$ cat src/rtl/kct_div.sv
`default_nettype none
// restoring divider, one quotient bit per cycle: q = (num << 30) / den
module kct_div (
    input  wire logic        i_clk,
    input  wire logic        i_rst_n,
    input  wire logic        i_start,
    input  wire logic [32:0] i_num,
    input  wire logic [32:0] i_den,
    output logic             o_done,
    output logic [31:0]      o_quot
);
    logic        r_busy;
    logic [5:0]  r_cnt;
    logic [63:0] r_num;
    logic [33:0] r_rem;
    logic [32:0] r_den;
    logic [63:0] r_q;
    logic        r_done;
    logic [33:0] w_try;
    logic [33:0] w_sub;

    assign w_try = {r_rem[32:0], r_num[63]};
    assign w_sub = w_try - {1'b0, r_den};

    always_ff @(posedge i_clk) begin
        if (!i_rst_n) begin
            r_busy <= 1'b0; r_done <= 1'b0; r_cnt <= '0;
        end else begin
            r_done <= !i_start && r_busy && (r_cnt == 6'd0);
            if (i_start) begin
                r_busy <= 1'b1; r_cnt <= 6'd63;
            end else if (r_busy) begin
                r_cnt <= r_cnt - 6'd1;
                if (r_cnt == 6'd0) r_busy <= 1'b0;
            end
        end
        if (i_start) begin
            r_num <= {1'b0, i_num, 30'd0};
            r_rem <= '0; r_den <= i_den; r_q <= '0;
        end else if (r_busy) begin
            r_num <= r_num << 1;
            if (!w_sub[33]) begin
                r_rem <= w_sub; r_q <= {r_q[62:0], 1'b1};
            end else begin
                r_rem <= w_try; r_q <= {r_q[62:0], 1'b0};
            end
        end
    end

    assign o_done = r_done;
    assign o_quot = r_q[31:0];
endmodule
`default_nettype wire

$ cat config.mk
export PLATFORM = sky130hd
export DESIGN_NAME = kct_div
export DESIGN_NICKNAME = d
export VERILOG_FILES = /design/src/rtl/kct_div.sv
export SDC_FILE = /design/constraint.sdc
export NUM_CORES = 1
export LEC_CHECK = 0
export BUFFER_PORTS_ARGS = -buffer_cell sky130_fd_sc_hd__buf_2
export CAP_MARGIN = 20
export CORE_ASPECT_RATIO = 1.75
export CORE_MARGIN = 10
export CORE_UTILIZATION = 28
export CTS_BUF_LIST = sky130_fd_sc_hd__clkbuf_4 sky130_fd_sc_hd__clkbuf_8
export DETAILED_ROUTE_END_ITERATION = 8
export PLACE_DENSITY_LB_ADDON = 0.3
export SLEW_MARGIN = 30
export SYNTH_ARGS = -nofsm -noshare
export SYNTH_HDL_FRONTEND = slang
export SYNTH_SLANG_ARGS = --single-unit
$ cat constraint.sdc
create_clock -name i_clk -period 3.8 [get_ports i_clk]
set_input_delay 0 -clock i_clk [delete_from_list [all_inputs] [get_ports i_clk]]
set_output_delay 0 -clock i_clk [all_outputs]
set_load 0.01 [all_outputs]
==> results.toml <==
[synth]
synth_nets = 813
synth_seq_cells = 140
synth_cell_types = 66
syn_area_sq_um = 7272
synth_top_area_cell = "edfxtp_1"
yosysSeqAreaShare_pct = 47.63
synthFlopType = "dfxtp_1"
synth_cells = 708
synth.avg_cell_area_sq_um = 10.27
synth_area_leaders = "edfxtp_1 27%, dfxtp_1 20%, ha_1 6.0%, mux2_2 5.0%, mux2i_1 4.4%"
synth_common_cells = "80 x nand2_1, 74 x dfxtp_1, 74 x nor2_1, 66 x edfxtp_1, 44 x inv_1"
synth_top_area_share_pct = 27.25
synthArstFlopShare_pct = 0
yosysWarningCount = 0
synth_edf_count = 66
synth_most_common_cell = "nand2_1"

[sta]
timing.final.crit_share_pct = 86.12
min_period_ps = 3273
fmax_mhz = 305.6
worstMarginPinSlew_ps = 751.3
tns_ps = 0
rsz0062_at_grt = "no"
fin_skew_ps = 17.38
slew_headroom_pct = 49.48
setup_viol = 0
hold_viol = 0
slew_viol_final = 0

[floorplan]
die_height_um = 233.2
initial_core_util_pct = 28.22
dieArea_sq_um = 33070
io_pins = 102
core-area_sq_um = 25760
fp.dieW_um = 141.8
row_count = 78

[setup_path]
critPathBufInv = 2
arrival_ps = 3670
path_class = "reg2reg"
cp_top_family = "compound AO/OA/AOI/OAI gates"
worstSetupEndpointType = "register"
crit_path_max_fanout = 24
worstPathCellList = "inv_1 -> ha_1 -> nor2b_1 -> o31ai_2 -> a21oi_2 -> a311oi_4 -> o21a_4 -> o21ai_4 -> xnor2_4 -> buf_4 -> or3b_1 -> a311oi_1"
start_kind = "register"
crit_slowest_cell = "a311oi_4"
cp.required_ps = 4200
max_stage_delay_ps = 500

[clock_network]
cts_root_buffer = "clkbuf_8"
worstSkewPairLatency_ps = 490
numCtsBuffers = 17
cts_tree = "yes"
clock_sinks = 140
cts_setup_buffers = 0
cts_buffer_depth = 2
clk_pin_slew_ps = 80
h-tree-depth = 4

[finish]
finish.utilization_pct = 35.62
finalNetCount = 975
syn2layout_area_growth_pct = 26.20
drive_above_1_share_pct = 21.86
multi_input_area_sq_um = 3505
fillers = 2631
register_area_sq_um = 3467

[placed_design]
hpwl_um = 13210
globalplace.congestion = 0.8286
io_buffers = 101

[global_routing]
global_route.usage.total_pct = 11.66
grt-ovfl-total = 0
grt_pass1_vias = 6236
grt_pass1_wl_um = 30860
antenna_found_initial = 1
grt_max_degree = 66

[power_and_ir_drop]
leakage_nw = 3.781
powerDensity_nw_per_um2 = 416.5
ir_worst_vdd_mv = 0.2334

[routing]
wl_per_cell_um = 15.43
dr.pass1.iters = 7
vias = 5700
ant_nets = 0
drt-initial-drc-count = 151
drc = 0
viasPerCell = 4.734
drt-total-wl_um = 18570

[run]
cap_viol_max_count = 0

[status]
status = "finished clean"

[min_path]
min_path_type = "in2reg"
-- path summary, 6_finish.rpt --
check | slack (ps) | cells past startpoint | end | start
setup / recovery | 530 | 12 | r_rem[3] | r_den[1]
hold / removal | 220 | 2 | r_den[19] | i_den[19]
setup reg to reg | 530 | 12 | r_rem[3] | r_den[1]
hold reg to reg | 500 | 2 | r_rem[3] | r_rem[2]
-- placed cells by master, fill, tap and decap left out, types with 6 or more instances in the layout --
cell type | synthesis | routed
clkbuf_8 | 0 | 17
xnor2_1 | 24 | 24
inv_1 | 44 | 44
buf_2 | 3 | 100
buf_4 | 4 | 9
o21ai_0 | 16 | 16
dlygate4sd3_1 | 0 | 68
nor3_1 | 6 | 6
nor2b_1 | 9 | 9
nand2_1 | 80 | 80
nand3_1 | 6 | 6
o21a_1 | 11 | 11
nor2_1 | 74 | 74
a311oi_2 | 6 | 6
ha_1 | 35 | 35
a21oi_1 | 35 | 35
a21o_1 | 12 | 12
xor2_1 | 9 | 8
edfxtp_1 | 66 | 66
mux2_2 | 32 | 32
a311oi_1 | 19 | 19
o211ai_1 | 7 | 7
mux2i_1 | 32 | 32
dfxtp_1 | 74 | 73
-- sequential cells by signal, indices dropped and copies added (netlist names) --
register	flops
o_done	1
r_busy	1
r_cnt	6
r_den	33
r_num	34
r_q	32
r_rem	33
-- logic make-up after synthesis --
kind of cell / Yosys count / synth area share [%]
adder cells (fa/ha/maj): 36 / 6.297
XOR/XNOR: 34 / 4.353
AND/OR/NAND/NOR: 207 / 12.58
AO/OA/AOI/OAI: 149 / 15.50
multiplexers: 64 / 9.360
flip-flops: 140 / 47.63
buffers and inverters: 78 / 4.284
-- final cells by class --
cell class	count	share of cell area (%)
diodes	1	0.02727
clock buffers	17	2.549
clock inverters	15	1.691
inverters	44	1.800
multi-input cells	490	38.19
flip-flops and latches	140	37.78
well taps	320	4.363
repair buffers	177	13.61
-- per-layer routing --
metal	vias to the layer above	part of all wire [%]	global-route usage, %
met4	0	2.8	5.513
met5	-	0	0
li1	2861	-	-
met2	122	53	21.10
met1	2684	40	11.91
met3	33	4.7	3.477
-- power breakdown --
group,internal (mW),switching [mW]
clock,0.536,0.662
combinational,0.383,0.489
sequential,1.70,0.0542
total,2.62,1.20
-- stage by stage --
stage	hold WS [ps]	power (mW)	cells	area (sq um)	setup slack [ps]
floorplan	98.87	2.394	708	7272	1101
global placement	177.3	2.604	1103	8105	613.3
detailed placement	178.2	2.608	1103	8105	530.5
CTS	177.3	3.898	1203	9175	527.1
global route	195.3	4.063	1204	9178	304.5
finish	222.1	3.822	1204	9178	527.3
-- what timing repair did --
action / in CTS / in global routing
endpoints found under the setup margin: 0 / 0
hold buffers: 68 / 0
endpoints found under the hold margin: 76 / 0
resized for setup: 0 / 0
Note: power is estimated with default switching activity, not from simulation.
