### config.mk
export PLATFORM = sky130hd
export DESIGN_NAME = kct_mul
export DESIGN_NICKNAME = d
export VERILOG_FILES = /design/src/rtl/kct_pkg.sv /design/src/rtl/kct_mul.sv
export SDC_FILE = /design/constraint.sdc
export NUM_CORES = 2
export LEC_CHECK = 0
export BUFFER_PORTS_ARGS = -buffer_cell sky130_fd_sc_hd__buf_2
export CAP_MARGIN = 5
export CORE_ASPECT_RATIO = 2
export CORE_MARGIN = 2
export CORE_UTILIZATION = 38
export CTS_CLUSTER_DIAMETER = 200
export CTS_CLUSTER_SIZE = 14
export DETAILED_ROUTE_END_ITERATION = 6
export SETUP_SLACK_MARGIN = 0.15
export SLEW_MARGIN = 20
export SYNTH_ARGS = -nofsm -noshare
export SYNTH_HDL_FRONTEND = slang
export SYNTH_SLANG_ARGS = --single-unit
export TNS_END_PERCENT = 30
### constraint.sdc
create_clock -name i_clk -period 15.5 [get_ports i_clk]
set_clock_uncertainty 0.05 [all_clocks]
set_input_delay 0.775 -clock i_clk [delete_from_list [all_inputs] [get_ports i_clk]]
set_output_delay 0.775 -clock i_clk [all_outputs]
set_load 0.02 [all_outputs]
### src/rtl/kct_pkg.sv
`default_nettype none
package kct_pkg;
    localparam int MaxKeys = 32;
    localparam int IdxW = $clog2(MaxKeys);
    localparam int CntW = $clog2(MaxKeys + 1);

    localparam logic [1:0] ModeClear  = 2'd0;
    localparam logic [1:0] ModeInsert = 2'd1;
    localparam logic [1:0] ModeDelete = 2'd2;
    localparam logic [1:0] ModeEval   = 2'd3;

    localparam logic [1:0] StatOk      = 2'd0;
    localparam logic [1:0] StatFull    = 2'd1;
    localparam logic [1:0] StatNoMatch = 2'd2;

    typedef struct packed {
        logic [31:0] frame;
        logic [31:0] value;
        logic [31:0] slope;
    } t_key;

    // product unit request/answer
    typedef struct packed {
        logic        start;
        logic [63:0] a;
        logic [63:0] b;
        logic [5:0]  shift;
        logic        rnd;
    } t_mul_req;

    typedef struct packed {
        logic        done;
        logic [63:0] prod;
    } t_mul_rsp;
endpackage
`default_nettype wire

### src/rtl/kct_mul.sv
`default_nettype none
// sequential signed multiply, 16 bits of |b| per cycle, with shift and rounding
module kct_mul (
    input  wire logic              i_clk,
    input  wire logic              i_rst_n,
    input  wire kct_pkg::t_mul_req i_req,
    output kct_pkg::t_mul_rsp      o_rsp
);
    logic        r_busy, n_busy;
    logic [1:0]  r_step, n_step;
    logic        r_neg, n_neg;
    logic [63:0] r_a, n_a;
    logic [63:0] r_b, n_b;
    logic [127:0] r_acc, n_acc;
    logic [5:0]  r_sh, n_sh;
    logic        r_rnd, n_rnd;
    logic        r_done, n_done;
    logic [63:0] r_prod, n_prod;
    logic [127:0] w_r;
    logic [63:0] w_m;
    logic [63:0] w_pp;

    always_comb begin
        n_busy = r_busy; n_step = r_step; n_neg = r_neg; n_a = r_a; n_b = r_b;
        n_acc = r_acc; n_sh = r_sh; n_rnd = r_rnd; n_done = 1'b0; n_prod = r_prod;
        w_r = '0; w_m = '0; w_pp = '0;
        if (i_req.start) begin
            n_busy = 1'b1; n_step = 2'd0;
            n_neg = i_req.a[63] ^ i_req.b[63];
            n_a = i_req.a[63] ? -i_req.a : i_req.a;
            n_b = i_req.b[63] ? -i_req.b : i_req.b;
            n_acc = '0; n_sh = i_req.shift; n_rnd = i_req.rnd;
        end else if (r_busy) begin
            // a is below 2^48 for every use, one 48x16 partial product a cycle
            w_pp = {16'd0, r_a[47:0]} * {48'd0, r_b[15:0]};
            n_acc = r_acc + ({64'd0, w_pp} << {r_step, 4'd0});
            n_b = r_b >> 16;
            n_step = r_step + 2'd1;
            if (r_step == 2'd3) begin
                n_busy = 1'b0;
                n_done = 1'b1;
                w_r = n_acc;
                if (r_rnd && r_sh != 6'd0) w_r = w_r + (128'd1 << (r_sh - 6'd1));
                w_r = w_r >> r_sh;
                w_m = w_r[63:0];
                n_prod = r_neg ? -w_m : w_m;
            end
        end
    end

    always_ff @(posedge i_clk) begin
        if (!i_rst_n) begin
            r_busy <= 1'b0; r_done <= 1'b0; r_step <= '0;
        end else begin
            r_busy <= n_busy; r_done <= n_done; r_step <= n_step;
        end
        r_neg <= n_neg; r_a <= n_a; r_b <= n_b; r_acc <= n_acc;
        r_sh <= n_sh; r_rnd <= n_rnd; r_prod <= n_prod;
    end

    assign o_rsp.done = r_done;
    assign o_rsp.prod = r_prod;
endmodule
`default_nettype wire

==> metrics.md <==
| Metric | Value |
|---|---|
| Largest net degree at the start of global routing | 133 |
| Top-area cell type share of the netlist area | 0.188 |
| Hold WC Path Type | in2reg |
| Total gr overflow | 0 |
| Fmax | 61.1 MHz |
| WS Path Type | reg2reg |
| Top-count cell post-synth | nand2_1 |
| Clk Latency, worst-skew pair | 780 ps |
| CTS sink cnt | 315 |
| Setup tns final | -23480 ps |
| Detailed Place HPWL | 335 mm |
| Post-route setup slack | -868 ps |
| Vias in the first global route | 84303 |
| Worst Tran Pin Value | 1440 ps |
| Period utilization | 1.06 |
| CTS tree | built |
| Cells after Synth | 8879 |
| Worst Path Max Fanout | 8 |
| Vias | 81008 |
| Starting Density | 0.382 |
| IO Port Bufs | 187 |
| Placer Congestion | 1.15 |
| Post-CTS Hold Fix Bufs | 0 |
| Worst EP required | 15920 ps |
| Synthesized flop and latch total | 315 |
| Slowest cell on crit path | or4_4 |
| Seq/Total Area, Yosys | 0.119 |
| Die Width | 305 um |
| Synth unique cells | 127 |
| Initial antenna violation count | 27 |
| Most common flop cell mapped by yosys | edfxtp_1 |
| TritonCTS Buffers | 26 |
| Setup violators final | 38 |
| Async set-or-reset flop fraction in the synthesized netlist | 0 |
| Antenna Nets Post-Route | 0 |
| Max-cap violations | 0 |
| WHS | 170 ps |
| Clock Pin Slew Worst Setup and Hold Paths | 100 ps |
| # DRC | 0 |
| Core area | 180000 um^2 |
| WL/cell | 29.9 um |
| All-Layer GR Usage | 0.431 |
| Top cells by area, synth | fa_1, edfxtp_1, nand2_1, ha_1, inv_1 |
| CP Launch Type | flip-flop |
| Share of layout cells above drive strength 1 | 0.323 |
| CTS root buf | clkbuf_16 |
| Fin. Hold Viols | 0 |
| Yosys warns | 0 |
| Unrepaired setup endpoints after global routing | yes |
| Cells after DPL | 13438 |
| Finished Layout Cells | 13615 |
| Area of the die | 184000 um^2 |
| DR iter-0 viols | 5899 |
| Post-Syn Area | 68700 um^2 |
| Final #Nets | 12349 |
| Area grow syn2layout | 38.4% |
| FF/Latch Area | 8150 um^2 |
| Filler cells | 17661 |
| DRT Pass-1 Iters | 6 |
| Biggest area consumer among synthesized cells | fa_1 |
| Top post-synthesis cells by count | nand2_1, inv_1, nor2_1, fa_1, a21oi_1 |
| Footprint of the multi-input gates | 58100 um^2 |
| Synthesized net count | 9978 |
| CP max stage delay | 570 ps |
| WL final | 407 mm |
| CTS max path bufs | 3 |
| CTS H-tree depth | 1 |
| DIE HEIGHT | 605 um |
| Arr. time, crit path | 16780 ps |
| IO Pins | 203 |
| Drt via density | 5.95 |
| Status | complete, but fails checks |
| Slew Limit Fails | 0 |
| Post-synth EDFFs | 184 |
| Crit end category | flip-flop |
| Failing checks | negative setup slack |
| Syn avg cell area | 7.74 um^2 |
| Row cnt | 220 |
| First-pass GRT wire length | 577 mm |
| Max-slew headroom | 0.0402 |
| Minimum clock period | 16370 ps |
what timing repair did:
item                                    in CTS  in global routing
pin swaps                                  135                105
setup buffers                               69                 44
endpoints found under the setup margin      64                 55
gates cloned                                 1                  1
resized for setup                          493                177
metal layers:
layer	track usage	share of wire	up-vias
met3	0.0759	0.055	1734
met1	0.391	0.31	39672
met4	0.489	0.14	18
met2	0.766	0.49	3709
met5	0	0.00029	-
li1	-	-	35875
kinds of logic after synthesis:
family / share of synthesized area
muxes: 0.0617
buffers and inverters: 0.0793
adders and majority gates: 0.245
xor gates and xnor gates: 0.0548
and+or+nand+nor: 0.231
DFF: 0.119
AOI/OAI and AO/OA: 0.209
layout by cell type, fill, tap and decap left out, types with 52 or more instances in the layout:
cell      instances
a211oi_1        102
a21o_1          108
a21oi_1         492
a21oi_2          71
a31oi_1          55
and2_1          333
and3_1           56
buf_2           186
buf_4          2624
dfxtp_1         129
edfxtp_1        184
fa_1            625
ha_1            282
inv_1           800
mux2_2           69
mux2i_1         260
nand2_1        1153
nand2b_1         52
nand3_1         156
nand4_1         145
nor2_1          749
nor3_1          165
nor4_1           67
o211ai_1         90
o21a_1           68
o21ai_0         293
o21ai_1          78
o31ai_1          77
or3_1            66
xnor2_1         238
xor2_1          160
final timing paths:
path	slack [ps]	to	start	depth (start not counted)
worst max-delay path	-870	r_prod[63]$_DFFE_PP_	r_b[6]$_DFFE_PP_	69
worst min-delay path	170	r_sh[1]$_DFFE_PP_	i_req[2]	1
worst max register to register	-870	r_prod[63]$_DFFE_PP_	r_b[6]$_DFFE_PP_	69
worst min register to register	440	r_acc[2]$_SDFFE_PP0P_	r_acc[2]$_SDFFE_PP0P_	2
state kept, by name, summed over array words and instances, names as in the netlist:
name    count
r_step      2
r_b        64
r_prod     64
r_rnd       1
r_acc     127
r_done      1
r_sh        6
r_a        48
r_neg       1
r_busy      1
area by class of cell:
class	count	area share
multi-input cells	7186	0.611
repair buffers	2903	0.232
flip-flops and latches	315	0.0857
inverters	818	0.0323
well taps	2331	0.0307
clock buffers	42	0.00747
diodes	18	0.000474
clock inverters	2	0.000408
metrics by stage:
stage / utilization / area, um^2 / worst slack [ps]
final: 0.529 / 95100 / -868
after global routing: 0.529 / 95100 / -1270
after CTS: 0.522 / 93900 / -360
after detailed placement: 0.502 / 90300 / -2610
after global placement: 0.502 / 90300 / -2740
after floorplan: - / 68700 / 197
worst max-delay path, delay by kind of cell, from the launching register on:
kind | cells | cell delay [ps]
AOI/OAI and AO/OA | 20 | 4150
xor gates and xnor gates | 2 | 310
adders and majority gates | 9 | 3890
buffers and inverters | 19 | 2470
DFF | 1 | 510
muxes | 4 | 1100
and+or+nand+nor | 15 | 3580
Power is not shown: default switching activity piles up to over one toggle a cycle in this logic, so the estimate is an artifact.
